--- src/sv/hbc_ram.sv ---
// Generic single-write, single-read RAM with registered read data.
module hbc_ram #(
  parameter int WIDTH = 8,
  parameter int DEPTH = 16,
  parameter int AW    = (DEPTH > 1) ? $clog2(DEPTH) : 1
) (
  input  logic             clk,
  input  logic             we,
  input  logic [AW-1:0]    waddr,
  input  logic [WIDTH-1:0] wdata,
  input  logic             re,
  input  logic [AW-1:0]    raddr,
  output logic [WIDTH-1:0] rdata
);

  logic [WIDTH-1:0] mem [DEPTH];

  always_ff @(posedge clk) begin
    if (we) begin
      mem[waddr] <= wdata;
    end
    if (re) begin
      rdata <= mem[raddr];
    end
  end

endmodule

--- config.mk ---
export PLATFORM = sky130hd
export DESIGN_NAME = hbc_ram
export DESIGN_NICKNAME = d
export VERILOG_FILES = /design/src/sv/hbc_ram.sv
export SDC_FILE = /design/constraint.sdc
export NUM_CORES = 1
export LEC_CHECK = 0
export ABC_AREA = 1
export ABC_CLOCK_PERIOD_IN_PS = 1800
export BUFFER_PORTS_ARGS = -buffer_cell sky130_fd_sc_hd__buf_2
export CORE_AREA = 2 2 112 114
export CTS_CLUSTER_SIZE = 25
export DETAILED_ROUTE_END_ITERATION = 6
export DIE_AREA = 0 0 114 116
export GPL_ROUTABILITY_DRIVEN = 0
export PLACE_DENSITY = 0.66
export SYNTH_ARGS = -nofsm -noshare
export SYNTH_HDL_FRONTEND = slang
export SYNTH_SLANG_ARGS = --single-unit
--- constraint.sdc ---
create_clock -name clk -period 1.8 [get_ports clk]
set_clock_uncertainty 0.15 [all_clocks]
set_input_delay 0.36 -clock clk [delete_from_list [all_inputs] [get_ports clk]]
set_output_delay 0.36 -clock clk [all_outputs]
set_load 0.005 [all_outputs]
-- Word level (Yosys, flattened, before mapping)
Memories as Yosys holds them, arrays and structs flattened. A register that Yosys moved wholly into a read port is not among the register bits.
Cells that the tools add are included.
- mux-type cells: 2
- operators with widths (kind ; count):
    $mux W1 ; 2
- register bits after elaboration: 0
- memory bits (writable): 128
- input bits: 19
- output and inout port bits: 8
- memories: 1
- memories (memory ; depth ; bits a word ; rd ports ; clocked after memory_dff ; wr ports ; RTL line ; text):
    mem ; 16 ; 8 ; 1 ; 1 ; 1 ; 16 ; logic [WIDTH-1:0] mem [DEPTH];

-- Depth between registers and ports, before layout
- depth after elaboration: 2
- mapped depth: 8

-- Least setup slack after synthesis
Ideal clock, no wire load.
- path type: input port to flip-flop
- start point: input port waddr[2]
- end point: memory mem[10][0] (enable)
- library setup time: 370 ps
- arrival time: 941 ps
- required time: 1280 ps
- path slack: 339 ps
- cell stages on the path: 2
- path buffers: 0
- cells stage by stage: nand3b_1 > nor2_1
- RTL lines (item ; RTL line ; text):
    start, declared ; 9 ; input logic [AW-1:0] waddr,
    end, declared ; 16 ;
No word-level cell before the write port.

-- Final worst setup path
- start point: register rdata[2], read port of mem
- end point: output port rdata[2]
- RTL lines (item ; RTL line ; text):
    start, declared ; 13 ; output logic [WIDTH-1:0] rdata
No word-level cell between the ends.

==> flow_metrics.env <==
export IMPL_gr_total_overflow=0
export IMPL_antennaDiodeCount=0
export IMPL_synthesis_area_mm2=0.00585
export IMPL_drtIter0Drc=292
export IMPL_die_h_um=116
export IMPL_grt_pass1_wl_um=20300
export IMPL_synthMuxAreaShare_pct=0
export IMPL_tightest_slew_ns=0.615
export IMPL_p_per_area_mw_per_mm2=1040
export IMPL_yosysWarnings=0
export IMPL_cts_hold_buf=0
export IMPL_pre_cts_ws_ns=-0.0306
export IMPL_final_core_util_pct=56.2
export IMPL_cts_tree="yes"
export IMPL_slew_viol_final=0
export IMPL_die_area_mm2=0.0132
export IMPL_hold_start="re"
export IMPL_finalCritPeriodShare_pct=83.7
export IMPL_synth_nets=570
export IMPL_crit_path_start_kind="flop"
export IMPL_start_util_pct=49.1
export IMPL_drc=0
export IMPL_grt_util_all_layers_pct=21.5
export IMPL_critPathCaptureType="output pin"
export IMPL_period_needed_ns=1.51
export IMPL_drv_cap=0
export IMPL_wl_um=12900
export IMPL_path_max_fanout=1
export IMPL_most_common_layout_cells="173 x nand2_1, 136 x edfxtp_1, 100 x inv_1"
export IMPL_synth_seq_cells=136
export IMPL_slowest_delay_ns=0.42
export IMPL_critical_path_top_delay_family="flip-flops"
export IMPL_grt_max_degree=65
export IMPL_num_nets_final=614
export IMPL_setup_ws_ns=0.294
export IMPL_rr_startpoint="mem[5][4]$_DFFE_PP_"
export IMPL_ys_top_cells_by_area="edfxtp_1 70%, nand2_1 11%, nand3_1 8.3%"
export IMPL_vias=3868
export IMPL_htreeDepth=4
export IMPL_io_buffers=26
export IMPL_vias_per_cell=5.12
export IMPL_hold_violations=0
export IMPL_syn_avg_cell_area_um2=10.6
export IMPL_hpwl_um=7850
export IMPL_worstPathArrival_ns=1.00
export IMPL_root_buffer="clkbuf_16"
export IMPL_final_area_mm2=0.00669
export IMPL_ant_nets=0
export IMPL_io_pins=27
export IMPL_crit_slowest_cell="edfxtp_1"
export IMPL_clk_path_buf_depth=2
export IMPL_fp_coreArea_mm2=0.0119
export IMPL_cts_clk_slew_worst_paths_ns=0.05
export IMPL_die_w_um=114
export IMPL_yosysSeqAreaShare_pct=69.8
export IMPL_crit_buf_inv=1
export IMPL_critPathRequiredTime_ns=1.29
export IMPL_synth_top_cell_by_area="edfxtp_1"
export IMPL_synth_top_family_by_area="simple AND/OR/NAND/NOR gates"
export IMPL_synthAdderAreaFrac_pct=0
export IMPL_syn2layout_area_growth_pct=14.4
export IMPL_synth_compound_area_share_pct=0
export IMPL_final_setup_viol_count=0
export IMPL_synth_xor_area_share_pct=0
export IMPL_relSlewSlack_pct=58.9
export IMPL_fmax_ghz=0.664
export IMPL_yosys_area_share_simple_pct=20.8
export IMPL_cp_startpoint="rdata[2]$_DFFE_PP_"
export IMPL_clock_latency_ns=0.42
export IMPL_post_cts_resized=0
export IMPL_wl_per_cell_um=17.0
export IMPL_cts_buffers=17
export IMPL_rsz0062_at_grt="false"
export IMPL_cts_setup_buffers=0
export IMPL_placed_cell_area_mm2=0.00620
export IMPL_critical_path_class="reg -> out"
export IMPL_ir_drop_v=0.000537
export IMPL_p_leak_nw=2.90
export IMPL_layout_drive_gt1_share_pct=11.5
export IMPL_path_cells="buf_2"
export IMPL_first_global_vias=3698
export IMPL_cts_sinks=136
export IMPL_grt_antenna_before_repair=0
export IMPL_final_common_cell="nand2_1"
export IMPL_dr_pass1_iters=5
export IMPL_outcome="complete, no violations"
export IMPL_hold_path_class="in -> reg"
export IMPL_synth_top_area_share_pct=69.8
export IMPL_rows=40
export IMPL_syn_inst=551
export IMPL_yosysUniqueCellTypes=11
export IMPL_worst_hold_slack_ns=0.162
[registers in the layout (all words and copies together), names as in the netlist]
name	count
mem	128
rdata	8
[power by group]
part	switching, W	leakage [nW]	internal, W
sequential	0.0000193	1.24	0.00357
clock	0.00118	0.235	0.00173
combinational	0.000302	1.43	0.000132
[metrics by stage]
stage | cells | power (W) | setup TNS, ns
final | 755 | 0.00693 | 0
after floorplan | 551 | 0.00390 | 0
after global routing | 755 | 0.00716 | 0
after detailed placement | 723 | 0.00409 | -0.0511
after CTS | 755 | 0.00697 | 0
after global placement | 723 | 0.00408 | -0.0178
[final cells by class]
class                           count  area (um^2)
Fill cell                        1020         5220
Sequential cell                   136         4080
Multi-Input combinational cell    289         1210
Clock buffer                       25          455
Inverter                          102          383
Timing Repair Buffer               49          340
Tap cell                          147          184
Clock inverter                      7         28.8
[worst paths after layout]
path / endpoint / slack [ns] / cells after the start
setup / recovery: rdata[2] / 0.29 / 1
hold / removal: rdata[3]$_DFFE_PP_ / 0.16 / 1
setup reg to reg: rdata[4]$_DFFE_PP_ / 0.46 / 6
hold reg to reg: rdata[0]$_DFFE_PP_ / 0.60 / 6
[cell families after synthesis]
family / after synthesis
buffers and inverters: 126
DFF: 136
and+or+nand+nor: 289
[metal layers]
layer  track usage [%]  up-vias  share of wire [%]
li1                  -     1868                  -
met1              28.6     1835                 44
met4              10.7        0                3.1
met3              5.18       30                5.9
met2              33.5      135                 47
met5                 0        -                  0
[cell usage after synthesis]
master,n
buf_1,1
buf_2,13
buf_4,4
buf_6,6
edfxtp_1,136
inv_1,100
inv_2,2
nand2_1,173
nand3_1,97
nand3b_1,2
nor2_1,17
Note: power is estimated with default switching activity, not from simulation.
