[config.mk]
export PLATFORM = sky130hd
export DESIGN_NAME = hbc_setmod
export DESIGN_NICKNAME = d
export VERILOG_FILES = /design/src/sv/hbc_pkg.sv /design/src/sv/hbc_setmod.sv
export SDC_FILE = /design/constraint.sdc
export NUM_CORES = 1
export LEC_CHECK = 0
export BUFFER_PORTS_ARGS = -buffer_cell sky130_fd_sc_hd__clkbuf_2
export CAP_MARGIN = 20
export CORE_MARGIN = 10
export CORE_UTILIZATION = 56
export CTS_CLUSTER_DIAMETER = 50
export CTS_CLUSTER_SIZE = 10
export DETAILED_ROUTE_END_ITERATION = 12
export PLACE_DENSITY = 0.79
export SLEW_MARGIN = 30
export SYNTH_ARGS = -nofsm -noshare
export SYNTH_HDL_FRONTEND = slang
export SYNTH_SLANG_ARGS = --single-unit
[constraint.sdc]
create_clock -name clk -period 3.96 [get_ports clk]
set_input_delay 0.594 -clock clk [delete_from_list [all_inputs] [get_ports clk]]
set_output_delay 0.594 -clock clk [all_outputs]
set_load 0.01 [all_outputs]
[src/sv/hbc_pkg.sv]
// Types and constants shared by the block cache tag engine.
package hbc_pkg;

  localparam int BLK_W       = 32;
  localparam int DEV_W       = 8;
  localparam int CNT_W       = 8;
  localparam int STAMP_W     = 32;
  localparam int HANDLE_W    = 3;
  localparam int WAY_OUT_W   = 3;
  localparam int SET_OUT_W   = 4;
  localparam int IN_TDATA_W  = 80;
  localparam int OUT_TDATA_W = 16;
  localparam int OUT_PAD_W   = 5;

  // Set index reduction: four block-number bits per cycle.
  localparam int MOD_BITS  = 4;
  localparam int MOD_STEPS = BLK_W / MOD_BITS;
  localparam int MOD_CNT_W = $clog2(MOD_STEPS);

  localparam logic [CNT_W-1:0] CNT_MAX  = 8'hFF;
  localparam logic [CNT_W-1:0] CNT_ZERO = 8'h00;
  localparam logic [CNT_W-1:0] CNT_ONE  = 8'h01;

  typedef enum logic [1:0] {
    FN_GET     = 2'd0,
    FN_RELEASE = 2'd1,
    FN_PIN     = 2'd2,
    FN_UNPIN   = 2'd3
  } func_t;

  typedef enum logic [1:0] {
    STS_OK    = 2'd0,
    STS_NOWAY = 2'd1,
    STS_COUNT = 2'd2
  } status_t;

  typedef enum logic [2:0] {
    ST_IDLE,
    ST_MOD,
    ST_SCAN,
    ST_GWR,
    ST_RD,
    ST_RMW,
    ST_OUT
  } state_t;

  typedef struct packed {
    logic               vld;
    logic [CNT_W-1:0]   cnt;
    logic [STAMP_W-1:0] stamp;
    logic [BLK_W-1:0]   blk;
    logic [DEV_W-1:0]   dev;
  } entry_t;

  localparam int ENTRY_W = $bits(entry_t);

  typedef struct packed {
    logic match;
    logic better;
  } cmp_res_t;

endpackage

[src/sv/hbc_setmod.sv]
// Iterative block-number reduction modulo the set count, four bits per cycle.
module hbc_setmod #(
  parameter int NUM_SETS = 13,
  parameter int SET_W    = (NUM_SETS > 1) ? $clog2(NUM_SETS) : 1
) (
  input  logic                     clk,
  input  logic                     rst_n,
  input  logic                     start,
  input  logic [hbc_pkg::BLK_W-1:0] blk,
  output logic                     done,
  output logic [SET_W-1:0]         set_idx
);

  import hbc_pkg::*;

  localparam int RW = $clog2(NUM_SETS + 1);

  logic                 busy_r;
  logic                 done_r;
  logic [MOD_CNT_W-1:0] cnt_r;
  logic [BLK_W-1:0]     sh_r;
  logic [RW-1:0]        rem_r;
  logic [RW-1:0]        rem_nxt;

  // Shift in one bit at a time; the remainder stays below NUM_SETS, so a
  // single conditional subtract keeps it reduced.
  always_comb begin
    logic [RW:0]   t;
    logic [RW-1:0] r;
    r = rem_r;
    t = '0;
    for (int i = 0; i < MOD_BITS; i++) begin
      t = {r, sh_r[BLK_W-1-i]};
      if (t >= (RW+1)'(NUM_SETS)) begin
        t = t - (RW+1)'(NUM_SETS);
      end
      r = t[RW-1:0];
    end
    rem_nxt = r;
  end

  always_ff @(posedge clk) begin
    if (!rst_n) begin
      busy_r <= 1'b0;
      done_r <= 1'b0;
      cnt_r  <= '0;
    end else begin
      done_r <= 1'b0;
      if (start) begin
        busy_r <= 1'b1;
        cnt_r  <= '0;
        sh_r   <= blk;
        rem_r  <= '0;
      end else if (busy_r) begin
        rem_r <= rem_nxt;
        sh_r  <= sh_r << MOD_BITS;
        cnt_r <= cnt_r + 1'b1;
        if (cnt_r == MOD_CNT_W'(MOD_STEPS - 1)) begin
          busy_r <= 1'b0;
          done_r <= 1'b1;
        end
      end
    end
  end

  assign done    = done_r;
  assign set_idx = rem_r[SET_W-1:0];

endmodule

* Word level (Yosys, flattened, before mapping)
Cells that the tools add are included.
** Cells by class
- Add/sub/neg operators :: 5
- Magnitude comparators :: 4
- Eq/ne operators :: 1
- Mux-type cells :: 11
- Bitwise logic cells :: 2
- Reductions and logical operators :: 4
** Operator list (count)
- two-way mux 32 bit :: 2
- greater-or-equal comparator 5 x 4 -> 1 bit, second input constant :: 4
- two-way mux 4 bit :: 5
- subtractor 4 bit, second input constant :: 4
- two-way mux 1 bit :: 4
- adder 3 x 1 -> 3 bit, second input constant :: 1
- == test 3 bit, second input constant :: 1
- OR reduction 3 bit :: 1
- inverter 1 bit :: 2
- AND reduction 2 bit :: 1
- nonzero test 2 bit :: 1
- OR reduction 2 bit :: 1
** Storage, ports and cells
- Bits in registers :: 41
- Output and inout port bits :: 5
- Logic and storage cells :: 32

* Depth between registers and ports, before layout
- Word-level depth :: 9
- Depth in mapped cells :: 12
- Mapped depth without buffers :: 11

* Worst setup path after synthesis
Ideal clock, no wire load.
- Kind :: register to register
- Start point :: register rem_r[0] (netlist: set_idx[0])
- End point :: register rem_r[2] (netlist: set_idx[2]), data pin
- Arrival :: 2947 ps
- Required time :: 3801 ps
- Slack :: 854 ps
- Stages on the path, launching flop included :: 11
- Cell sequence :: edfxtp_1 > inv_1 > ha_1 > o211ai_1 > a22o_1 > a2111oi_0 > or4_1 > mux2_4 > mux2_4 > a211o_1 > a22oi_1
** Between the ends
- Cells in the longest elaborated chain, start to end :: 9
- Elaborated cells on any way between the ends :: 13
- Classes of those cells :: 4 x add/sub; 4 x order compare; 5 x mux
** RTL lines
- start, declared :: RTL line hbc_setmod.sv:22 : logic [RW-1:0] rem_r;
- start signal, assigned :: RTL line hbc_setmod.sv:55 : rem_r <= rem_nxt;
- subtractor 4 bit or greater-or-equal comparator 5 x 4 -> 1 bit (tied branches) :: RTL line hbc_setmod.sv:35, hbc_setmod.sv:34
- two-way mux 4 bit * :: RTL line hbc_setmod.sv:34 : if (t >= (RW+1)'(NUM_SETS)) begin
- subtractor 4 bit or greater-or-equal comparator 5 x 4 -> 1 bit (tied branches) :: RTL line hbc_setmod.sv:35, hbc_setmod.sv:34
- two-way mux 4 bit * :: RTL line hbc_setmod.sv:34
- greater-or-equal comparator 5 x 4 -> 1 bit or subtractor 4 bit (tied branches) :: RTL line hbc_setmod.sv:34, hbc_setmod.sv:35
- two-way mux 4 bit * :: RTL line hbc_setmod.sv:34
- subtractor 4 bit or greater-or-equal comparator 5 x 4 -> 1 bit (tied branches) :: RTL line hbc_setmod.sv:35, hbc_setmod.sv:34
- two-way mux 4 bit * :: RTL line hbc_setmod.sv:34
- two-way mux 4 bit * :: RTL line hbc_setmod.sv:54 : end else if (busy_r) begin
Mark *: on every way between the ends. The rest lies on a longest branch, timed or not. The select of a mux whose other input is x is not followed.
A chain may end at the register's enable or synchronous reset.

* Final worst setup path
- Start point :: register rem_r[0] (netlist: set_idx[0])
- End point :: register rem_r[3] (netlist: set_idx[3]), data pin
The elaborated chain is that of the path after synthesis.

==> run_results.csv <==
group,metric,value,unit
sta,fin_setup_tns,0,ns
placement,detailedPlacementHpwl,3900,µm
floorplan,dieWidth,86.7,µm
global_routing,grt_first_pass_wirelength,9030,µm
sta,finalSetupViolCount,0,
cts,tritoncts.num_buffers,5,
job,cap_viol_max_count,0,
global_routing,antenna_found_initial,0,
cts,cts.repair.resized,0,
setup_path,crit_end,"set_idx[3]",
final_layout,synthToLayoutAreaGrowth,11.6,%
sta,slew_worst_pin,0.827,ns
synthesis,synth-edff-count,36,
pwr,power.ir.vdd_worst,0.287,mV
sta,timing.final.crit_share,86.6,%
cts,clock_sink_count,41,
pwr,power_per_cell_area,475,nW/µm²
sta,number_of_failing_hold_endpoints_at_the_final_stage,0,
synthesis,synth.lib_cells_used.distinct,61,
setup_path,setup.worst_path.end_class,"flop",
global_routing,grt_use_total,14.5,%
synthesis,synth_sequential_area_ratio,47.3,%
sta,slew-limit-headroom,44.9,%
drt,vias,1872,
global_routing,globalRouteOverflowTotal,0,
final_layout,final_core_utilization,64.4,%
cts,cts_tree,"built",
cts,cts_max_level,2,
floorplan,core,4320,µm²
synthesis,main_flop_type_after_synthesis,"edfxtp_1",
synthesis,postSynthCellCount,214,
sta,maximum_clock_frequency,292,MHz
synthesis,synth-seq-cells,41,
placement,gpl.final_weighted_congestion,0.883,
placement,placement.io_buffers,39,
global_routing,grt_pass1_vias,1904,
cts,post-cts-setup-buffers,0,
drt,first_iter_violations,120,
synthesis,synth.cell_area,2490,µm²
global_routing,grt_max_degree,39,
cts,postCtsHoldBufs,0,
drt,finalWirelength,5300,µm
floorplan,io_pins,40,
setup_path,criticalPathCategory,"reg2reg",
synthesis,post_synth.cell_area_avg,11.7,µm²
setup_path,worstSetupStartpointType,"flop",
setup_path,critical_path.max_fanout,9,
sta,fin_worst_skew,0.00531,ns
final_layout,layout_cells_sized_above_1,34.8,%
final_layout,insertedDiodeCount,0,
final_layout,fillCellCount,346,
setup_path,ff2ff_path_depth,11,
drt,avgRoutedWirePerCell,17.5,µm
cts,clk_tree_root_cell,"clkbuf_8",
drt,via_per_inst,6.20,
setup_path,arrival_time_reported_for_the_critical_path_endpoint,3.44,ns
pwr,leakagePower,1.06,nW
sta,rsz0062_at_grt,"false",
setup_path,source_of_the_critical_timing_path,"set_idx[0]",
final_layout,finish.net_count,288,
floorplan,effective_utilization_at_floorplan,57.7,%
setup_path,critPathRequiredTime,3.98,ns
setup_path,r2r_setup_slack,0.53,ns
drt,route.antenna.remaining_nets,0,
floorplan,rows,24,
cts,clkSlewWorstSetupHoldPaths,0.08,ns
run_status,run_status,"completed",
sta,report.final.slew_viol_count,0,
synthesis,synth.net_count,253,
floorplan,die_height,86.7,µm
synthesis,synth-warning-count,0,
floorplan,die_area,7520,µm²
drt,drcViolationCount,0,
drt,first_pass_iters,4,
cts,worstSkewPairLatency,0.30,ns
synthesis,async_reset_ff_share,0,%
sta,fin_crit,3.43,ns
hold_path,min_path_type,"reg2reg",
pwr,total_power,1.32,mW
setup_path,reg2reg_to,"set_idx[3]",
cts,clock_buffer_depth,2,
setup_path,worst_r2r_startpoint,"set_idx[0]",
## worst min-delay path by stage
stage	from	slack (ns)	endpoint	depth (start not counted)
floorplan	cnt_r[1]	0.46	cnt_r[1]	2
global placement	cnt_r[2]	0.48	cnt_r[2]	2
detailed placement	cnt_r[2]	0.51	cnt_r[2]	2
CTS	cnt_r[2]	0.53	cnt_r[2]	2
global route	cnt_r[1]	0.57	cnt_r[1]	2
finish	cnt_r[2]	0.53	cnt_r[2]	2
## critical path, stage by stage (launching register included)
cell and delay (ns):
edfxtp_1 0.52, inv_1 0.15, ha_1 0.29, o211ai_1 0.26, a22o_1 0.27, a2111oi_0 0.09
or4_1 0.55, nand2b_1 0.14, nand4_1 0.28, nor4bb_1 0.24, nor4_1 0.27, a21oi_1 0.10
## metrics by stage
step	std cells	worst slack (ns)	cell area, µm²	hold WS (ns)
3_5_place_dp	294	0.589	2700	0.508
6_report	302	0.531	2790	0.526
3_3_place_gp	294	0.659	2700	0.478
2_1_floorplan	214	0.854	2490	0.465
5_1_grt	302	0.243	2790	0.571
4_1_cts	302	0.568	2790	0.528
## cell families after synthesis
| kind of cell | count (synthesis) | synth area share (%) |
|---|---|---|
| adders and majority gates | 4 | 2.01 |
| AOI/OAI and AO/OA | 50 | 16.3 |
| muxes | 34 | 15.5 |
| DFF | 41 | 47.3 |
| and+or+nand+nor | 61 | 13.3 |
| xor gates and xnor gates | 5 | 1.76 |
| buffers and inverters | 19 | 3.76 |
## flip-flops by register name, indices dropped and copies added, names as in the netlist
name     flops
cnt_r        3
sh_r        32
set_idx      4
busy_r       1
done         1
## placed cells by master (no fill, tap or decap), drive strengths merged, types with 2 or more instances in the layout
cell     Yosys  routed
or3          2       2
o22ai        3       3
mux2i        3       3
and3         2       2
a31oi        2       2
nand4        4       4
dfxtp        5       5
nand2       10      10
nand2b       3       3
nand3        3       3
inv          7       8
mux2        31      31
nor2        12      12
a2111oi      3       3
o21ai        6       6
edfxtp      36      36
xnor2        4       4
o31ai        3       3
a22o         3       3
a21oi        6       6
ha           4       4
nor3         7       7
a22oi        4       4
o211ai       3       3
and2         6       6
nor4         4       4
clkbuf       7      44
## cells in the mapped netlist, types with 3 or more instances
master	instances	area, µm²
a2111oi_0	3	26.3
a21oi_1	6	30.0
a22o_1	3	26.3
and2_1	6	37.5
clkbuf_1	7	26.3
dfxtp_1	5	100
edfxtp_1	36	1080
ha_1	4	50.1
inv_1	7	26.3
mux2_2	29	327
mux2i_1	3	30.0
nand2_1	10	37.5
nand2b_1	3	18.8
nand3_1	3	15.0
nand4_1	4	25.0
nor2_1	12	45.0
nor3_1	7	35.0
nor4_1	4	25.0
o21ai_0	5	25.0
o22ai_1	3	18.8
xnor2_1	4	35.0
## power breakdown
part / internal [mW] / switching (mW) / total (mW)
sequential: 0.513 / 0.0400 / 0.553
combinational: 0.219 / 0.274 / 0.493
clock: 0.125 / 0.152 / 0.277
## metal layers
| layer | vias up | GRT usage, % | share of wire, % |
|---|---|---|---|
| met5 | - | 0 | 0 |
| met3 | 13 | 5.53 | 7.8 |
| met4 | 0 | 5.01 | 1.9 |
| met2 | 67 | 22.9 | 49 |
| li1 | 910 | - | - |
| met1 | 882 | 17.7 | 42 |
## layout make-up
class	count	area, µm²	share of cell area (%)
well taps	52	65.1	2.34
repair buffers	40	203	7.28
multi-input cells	154	1220	43.8
clock inverters	3	21.3	0.764
flip-flops and latches	41	1180	42.4
clock buffers	5	68.8	2.47
inverters	7	26.3	0.943
Note: power is estimated with default switching activity, not from simulation.
