<file path="config.mk">
export PLATFORM = sky130hd
export DESIGN_NAME = hbc_cmp
export DESIGN_NICKNAME = d
export VERILOG_FILES = /design/src/sv/hbc_pkg.sv /design/src/sv/hbc_cmp.sv
export SDC_FILE = /design/constraint.sdc
export NUM_CORES = 1
export LEC_CHECK = 0
export BUFFER_PORTS_ARGS = -buffer_cell sky130_fd_sc_hd__buf_2
export CAP_MARGIN = 20
export CORE_MARGIN = 2
export CORE_UTILIZATION = 31
export DETAILED_ROUTE_END_ITERATION = 12
export PLACE_DENSITY = 0.8
export SLEW_MARGIN = 10
export SYNTH_ARGS = -nofsm -noshare
export SYNTH_HDL_FRONTEND = slang
export SYNTH_SLANG_ARGS = --single-unit
</file>
<file path="constraint.sdc">
create_clock -name vclk -period 1.3
set_input_delay 0.13 -clock vclk [all_inputs]
set_output_delay 0.13 -clock vclk [all_outputs]
set_load 0.005 [all_outputs]
</file>
<file path="src/sv/hbc_pkg.sv">
// Types and constants shared by the block cache tag engine.
package hbc_pkg;

  localparam int BLK_W       = 32;
  localparam int DEV_W       = 8;
  localparam int CNT_W       = 8;
  localparam int STAMP_W     = 32;
  localparam int HANDLE_W    = 3;
  localparam int WAY_OUT_W   = 3;
  localparam int SET_OUT_W   = 4;
  localparam int IN_TDATA_W  = 80;
  localparam int OUT_TDATA_W = 16;
  localparam int OUT_PAD_W   = 5;

  // Set index reduction: four block-number bits per cycle.
  localparam int MOD_BITS  = 4;
  localparam int MOD_STEPS = BLK_W / MOD_BITS;
  localparam int MOD_CNT_W = $clog2(MOD_STEPS);

  localparam logic [CNT_W-1:0] CNT_MAX  = 8'hFF;
  localparam logic [CNT_W-1:0] CNT_ZERO = 8'h00;
  localparam logic [CNT_W-1:0] CNT_ONE  = 8'h01;

  typedef enum logic [1:0] {
    FN_GET     = 2'd0,
    FN_RELEASE = 2'd1,
    FN_PIN     = 2'd2,
    FN_UNPIN   = 2'd3
  } func_t;

  typedef enum logic [1:0] {
    STS_OK    = 2'd0,
    STS_NOWAY = 2'd1,
    STS_COUNT = 2'd2
  } status_t;

  typedef enum logic [2:0] {
    ST_IDLE,
    ST_MOD,
    ST_SCAN,
    ST_GWR,
    ST_RD,
    ST_RMW,
    ST_OUT
  } state_t;

  typedef struct packed {
    logic               vld;
    logic [CNT_W-1:0]   cnt;
    logic [STAMP_W-1:0] stamp;
    logic [BLK_W-1:0]   blk;
    logic [DEV_W-1:0]   dev;
  } entry_t;

  localparam int ENTRY_W = $bits(entry_t);

  typedef struct packed {
    logic match;
    logic better;
  } cmp_res_t;

endpackage

</file>
<file path="src/sv/hbc_cmp.sv">
// Shared way compare unit: tag match and LRU victim preference for one way.
module hbc_cmp (
  input  hbc_pkg::entry_t              entry,
  input  logic [hbc_pkg::DEV_W-1:0]    dev,
  input  logic [hbc_pkg::BLK_W-1:0]    blk,
  input  logic                         have,
  input  logic [hbc_pkg::STAMP_W-1:0]  best,
  output hbc_pkg::cmp_res_t            res
);

  import hbc_pkg::*;

  // Tags are compared whether or not the way is valid.
  always_comb begin
    res.match  = (entry.dev == dev) && (entry.blk == blk);
    res.better = (entry.cnt == CNT_ZERO) && (!have || (entry.stamp < best));
  end

endmodule

</file>
; Word level (Yosys, flattened, before mapping)
; Cells that the tools add are included.
[classes]
order_cmp = 1
eq_ne = 2
reduce_logical = 5
[ops]
columns = cell, n
row1 = $eq 32x32->1, 1
row2 = $lt 32x32->1, 1
row3 = $eq 8x8->1, 1
row4 = $logic_not 8->1, 1
row5 = $logic_and 1x1->1, 2
row6 = $logic_not 1->1, 1
row7 = $logic_or 1x1->1, 1
[totals]
ff_bits = 0
input_bits = 154
output_inout_bits = 2
wordCells = 8

; Depth between registers and ports, before layout
; Gate-level depths: netlist of run 1.
[depth]
ltp_word = 3
ltp_mapped = 7

; Worst setup path before layout of run 1
; Ideal clock, no wire load.
[synth_path]
kind = input to output
from = input best[30] in the netlist's numbering
to = output res[0] in the netlist's numbering
arrival_ns = 1.238
required_time_ns = 1.170
path_slack_ns = -0.068
cell_stages = 6
path_cell_list = inv_1 ha_1 nand3_1 or4_1 nor2_1 a211oi_2
[synth_lines]
columns = item, line_no
row1 = start: declaration, hbc_cmp.sv:7  ; input logic [hbc_pkg::STAMP_W-1:0] best,
row2 = end: declaration, hbc_cmp.sv:8  ; output hbc_pkg::cmp_res_t res

==> results of run 1 <==
[worst max path at each step]
stage	start	to	slack, ns	cells after the start
2_1_floorplan	best[2]	res[0]	-0.004	7
6_report	best[30]	res[0]	-0.28	8
3_5_place_dp	best[2]	res[0]	-0.41	9
5_1_grt	best[30]	res[0]	-0.32	8
4_1_cts	best[25]	res[0]	-0.25	8
3_3_place_gp	best[2]	res[0]	-0.38	9
[timing repair]
action | 4_1_cts | 5_1_grt
hold buffers | 0 | 0
pin swaps | 20 | 14
gates resized for setup | 34 | 25
setup buffers | 0 | 1
endpoints found under the setup margin | 2 | 2
[Yosys cell counts (all sizes together)]
library cell / number / area share
ha: 31 / 0.31
a21oi: 11 / 0.044
or4: 1 / 0.0059
and4: 2 / 0.014
nand2b: 2 / 0.018
inv: 31 / 0.092
a221oi: 2 / 0.014
o21a: 2 / 0.012
o21ai: 3 / 0.012
nand4: 5 / 0.025
o2111ai: 1 / 0.0069
nor3: 1 / 0.0079
nor4: 11 / 0.054
a211oi: 1 / 0.0099
nand2: 12 / 0.036
nand3: 3 / 0.012
o211ai: 2 / 0.012
a21o: 2 / 0.012
a2111oi: 1 / 0.022
nor2: 3 / 0.0089
xor2: 32 / 0.22
xnor2: 8 / 0.055
[critical path, delay by kind of cell]
family | cells | cell delay, ns
buffers and inverters | 3 | 0.24
and+or+nand+nor | 3 | 0.74
AOI/OAI and AO/OA | 1 | 0.07
adders and majority gates | 1 | 0.27
[cell type report]
type,instances,area [um2]
Fill cell,342,1410
Tap cell,50,62.6
Inverter,31,136
Multi-Input combinational cell,136,1470
Timing Repair Buffer,158,896
[power by group]
| part | leakage, nW | switching, mW | internal, mW |
|---|---|---|---|
| Clock | 0 | 0 | 0 |
| Combinational | 1.33 | 0.310 | 0.437 |
| Sequential | 0 | 0 | 0 |
| Total | 1.33 | 0.310 | 0.437 |
[placed cells by master (no fill, tap or decap), types with 2 or more instances in the layout]
master,instances
xor2_1,32
xnor2_1,8
a221oi_2,2
nor4_2,3
buf_2,140
o211ai_1,2
o21ai_0,2
nand2_2,2
nand2_1,10
buf_4,3
nand3_1,2
nand4_1,5
inv_1,17
a21oi_1,7
inv_2,10
nor4_1,8
o21a_1,2
buf_6,14
ha_4,19
nor2_4,2
a21oi_2,4
a21o_1,2
ha_1,12
inv_4,3
[cell families after synthesis]
family / synth area share
XOR/XNOR: 0.277
AND/OR/NAND/NOR: 0.181
adder cells (fa/ha/maj): 0.307
buffers and inverters: 0.0920
AO/OA/AOI/OAI: 0.143
[routing by layer]
layer  global-route usage  share of wire  routed length, um
met3               0.0132          0.056                249
met4              0.00500         0.0061                 27
met1                0.185           0.35               1530
met2                0.319           0.59               2610
met5                    0              0                  0
[stage by stage]
step | instances | TNS (ns)
final | 375 | -0.313
after global routing | 375 | -0.468
after CTS | 374 | -0.305
after detailed placement | 374 | -0.510
after global placement | 374 | -0.403
after floorplan | 167 | -0.00362
==> impl_results.md, run 1 <==
* Leak at 1.33 nW
* RSZ-0062 raised after global routing: yes
* Vias per inst at 4.55
* Failing checks: setup timing
* Die X-Extent at 67.9 um
* Share of post-route cells with drive strength above 1 at 0.652
* Largest net degree at the start of global routing at 4
* Final period util at 1.22
* Hold Violations, Final at 0
* Critical-path top delay cell: or4_4
* Endpoints failing setup at 2
* Max-Cap Viols at 0
* Crit path arrival time at 1.45 ns
* Fin util at 0.646
* Worst Hold Class: input port to output port
* Pwr/cell area at 291 nW/um2
* Critical Path Source Type: input port
* Cell count after synthesis at between 150 and 200
* Worst slew pin tran at ~0.30 ns
* Final RePlAce weighted congestion at about 0.8
* Total global routing overflow at 0
* Syn nets at 352
* Initial antenna violation count at 0
* Avg Inst Size Synth at 7.57 um2
* Die height at approximately 68 um
* Final worst setup slack at -0.282 ns
* Final wirelength at 4410 um
* Hold Path Depth at 5
* Core footprint at 3970 um2
* CP Max Fanout at 2
* Synthesis-to-finish area growth at 103%
* CP required at 1.17 ns
* DRT Pass-1 Iters at 4
* FF/Latch Area at 0 um2
* Synthesis warning total at 0
* Total Routing Usage GR at 0.157
* Post-Syn Area at 1260 um2
* Diodes inserted at 0
* Min Clock Period, post-route at 1.58 ns
* Highest clock rate at 632 MHz
* Sequential cells at 0
* Initial core utilization at 0.319
* Layout clock buffers at 0
* Slew Viols, Final at 0
* Die Area at about 4600 um2
* Worst slack, placed at -0.409 ns
* Slowest cell delay on critical path at ~0.57 ns
* VDD IR max at 0.149 mV
* DPL Wire Length at approximately 3800 um
* Slew HR at 0.797
* Antenna-violating nets left at 0
* Vias after detailed routing at ~1,700
* Worst Hold Path EP: res[1]
* Sequential element share of the synthesized area at 0
* Finished Cell Area at approximately 2600 um2
* Final total power at 0.747 mW
* DRT iter0 DRCs at 16
* Std cell rows at 23
* Endpoint type of the worst setup path: output port
* Num ports at about 160
* Port bufs at 155
* First-pass GRT wire length at 5840 um
* Layout net count at between 500 and 600
* Placed Instance Area at about 2200 um2
* CP Class: input port to output port
* Yosys cell types at 24
* Vias in the first global route at around 1,500
* Min-delay src: entry[10]
* Min Hold Slack at 0.640 ns
* CP Cell Sequence: buf_6, inv_4, ha_4, nand3_4, or4_4, nor2_4, a211oi_2, buf_2
* WL/cell at 11.8 um
* Status: finished with violations
* Drt drc at 0
No activity file was read; power rests on OpenSTA's default activity.
==> inputs of run 2 (changes only) <==
Settings changed: CORE_MARGIN 2 to unset, SLEW_MARGIN 10 to 20.
==> run 2 against run 1 <==
  * The flow still finishes with violations (setup timing)
  * First-iteration DRC count up 69%
  * Via count down 0.76%
  * Worst hold slack better by 0.028 ns
  * Critical path depth unchanged
  * Maximum frequency about the same
  * Sequential share of layout area unchanged
  * Final cell count up 0.53%
  * Core utilization down 0.62 points
  * Wire length down 1.8%
  * Clock-buffer cell count unchanged
  * Design area down 5.3%
  * Power down 7.1%
  * Highest routed layer unchanged
==> impl_results.md, run 2 (same netlist as run 1, synthesis figures left out) <==
* Antenna-violating nets left at 0 (unchanged)
* Final total power at 0.694 mW (-7.1%)
* Layout net count at 516 (+0.78%)
* Initial core utilization at 0.333 (+0.0145)
* # hold bufs at CTS at 0 (unchanged)
* Hold Path Depth at 5 (unchanged)
* Critical Path Source Type: input port
* Num ports at 156 (unchanged)
* DRT Pass-1 Iters at 3 (-1)
* Total global routing overflow at 0 (unchanged)
* Std cell rows at 22 (-4.3%)
* Endpoints failing setup at 2 (unchanged)
* Core footprint at 3800 um2 (-4.3%)
* Highest clock rate at 631 MHz (about the same)
* Die height at 65.9 um (-2.9%)
* Failing checks: setup timing
* Worst slew pin tran at 0.279 ns (-0.0247 ns)
* Max-Cap Viols at 0 (unchanged)
* Initial antenna violation count at 0 (unchanged)
* Sequential cells at 0 (unchanged)
* FF/Latch Area at 0 um2 (unchanged)
* Vias after detailed routing at 1,693 (-0.76%)
* Endpoint type of the worst setup path: output port
* Min Clock Period, post-route at 1.58 ns (+0.00154 ns)
* Hold Violations, Final at 0 (unchanged)
* Placed Instance Area at 2260 um2 (+1.6%)
* Diodes inserted at 0 (unchanged)
* Largest net degree at the start of global routing at 4 (unchanged)
* WL/cell at 11.5 um (-2.3%)
* Port bufs at 155 (unchanged)
* Worst Hold Class: input port to output port
* CP required at 1.17 ns (about the same)
* Pwr/cell area at 286 nW/um2 (-1.9%)
* Vias per inst at 4.49 (-1.3%)
* Die Area at 4340 um2 (-5.8%)
* Slew Viols, Final at 0 (unchanged)
* Final wirelength at 4340 um (-1.8%)
* Share of post-route cells with drive strength above 1 at 0.608 (-0.0444)
* Slew HR at 0.812 (+0.0148)
* Die X-Extent at 65.9 um (-2.9%)
* DRT iter0 DRCs at 27 (+11)
* Layout clock buffers at 0 (unchanged)
* Final RePlAce weighted congestion at 0.749 (-6.1%)
* Final period util at 1.22 (about the same)
* Final worst setup slack at -0.284 ns (-0.00154 ns)
* CP Max Fanout at 2 (unchanged)
* Most frequent cells in the layout: 149 x buf_2, 32 x xor2_1, 21 x inv_1, 17 x ha_1, 14 x ha_4
* Commonest non-fill, non-tap cell in the layout: buf_2
* Fillcell total at 340 (-0.58%)
* Total Routing Usage GR at 0.179 (+0.0218)
* Leak at 1.33 nW (about the same)
* Drt drc at 0 (unchanged)
* VDD IR max at 0.143 mV (-4.1%)
* Fin util at 0.640 (-0.00620)
* Finished Cell Area at 2430 um2 (-5.3%)
* Worst slack, placed at -0.392 ns (+0.0169 ns)
* Synthesis-to-finish area growth at 92.2%
* RSZ-0062 raised after global routing: yes
* Setup_tns at -0.452 ns (-0.139 ns)
* Status: finished with violations
* First-pass GRT wire length at 6250 um (+7.0%)
* CP Class: input port to output port
* DPL Wire Length at 3750 um (-0.21%)
* Vias in the first global route at 1,622 (+7.1%)
* Crit path arrival time at 1.45 ns (about the same)
-- run 2: per-layer routing --
layer / GRT usage / part of all wire / vias to the layer above
met2: 0.383 / 0.54 / 71
met3: 0.0190 / 0.073 / 2
met5: 0 / 0 / -
li1: - / - / 905
met4: 0.0109 / 0.0053 / 0
met1: 0.186 / 0.38 / 715
-- run 2: worst paths after layout --
check	from	to	slack, ns
max	best[27]	res[0]	-0.28
min	entry[10]	res[1]	0.67
-- run 2: what timing repair did --
item / CTS / global route
endpoints found under the setup margin: 2 / 2
gates resized for setup: 30 / 1
pin swaps: 19 / 3
setup buffers: 0 / 0
-- run 2: critical path, stage by stage --
cell and delay, ns:
buf_2 0.08, inv_2 0.04, ha_4 0.26, nand2_1 0.07, or4_4 0.56, nor2_4 0.12
a211oi_2 0.07, buf_2 0.14
-- run 2: cell type report --
| class | instances | area, um2 | area share |
|---|---|---|---|
| well taps | 48 | 60.1 | 0.0247 |
| inverters | 31 | 136 | 0.0561 |
| repair buffers | 162 | 866 | 0.356 |
| multi-input cells | 136 | 1370 | 0.563 |
-- run 2: per-stage QoR --
stage / instances / hold slack (ns)
after CTS: 377 / 0.635
final: 377 / 0.668
after detailed placement: 377 / 0.632
after floorplan: 167 / 0.404
after global placement: 377 / 0.627
after global routing: 377 / 0.687
-- run 2: where the power goes --
| group | internal [mW] | switching, mW |
|---|---|---|
| Clock | 0 | 0 |
| Sequential | 0 | 0 |
| Combinational | 0.401 | 0.294 |
| Total | 0.401 | 0.294 |
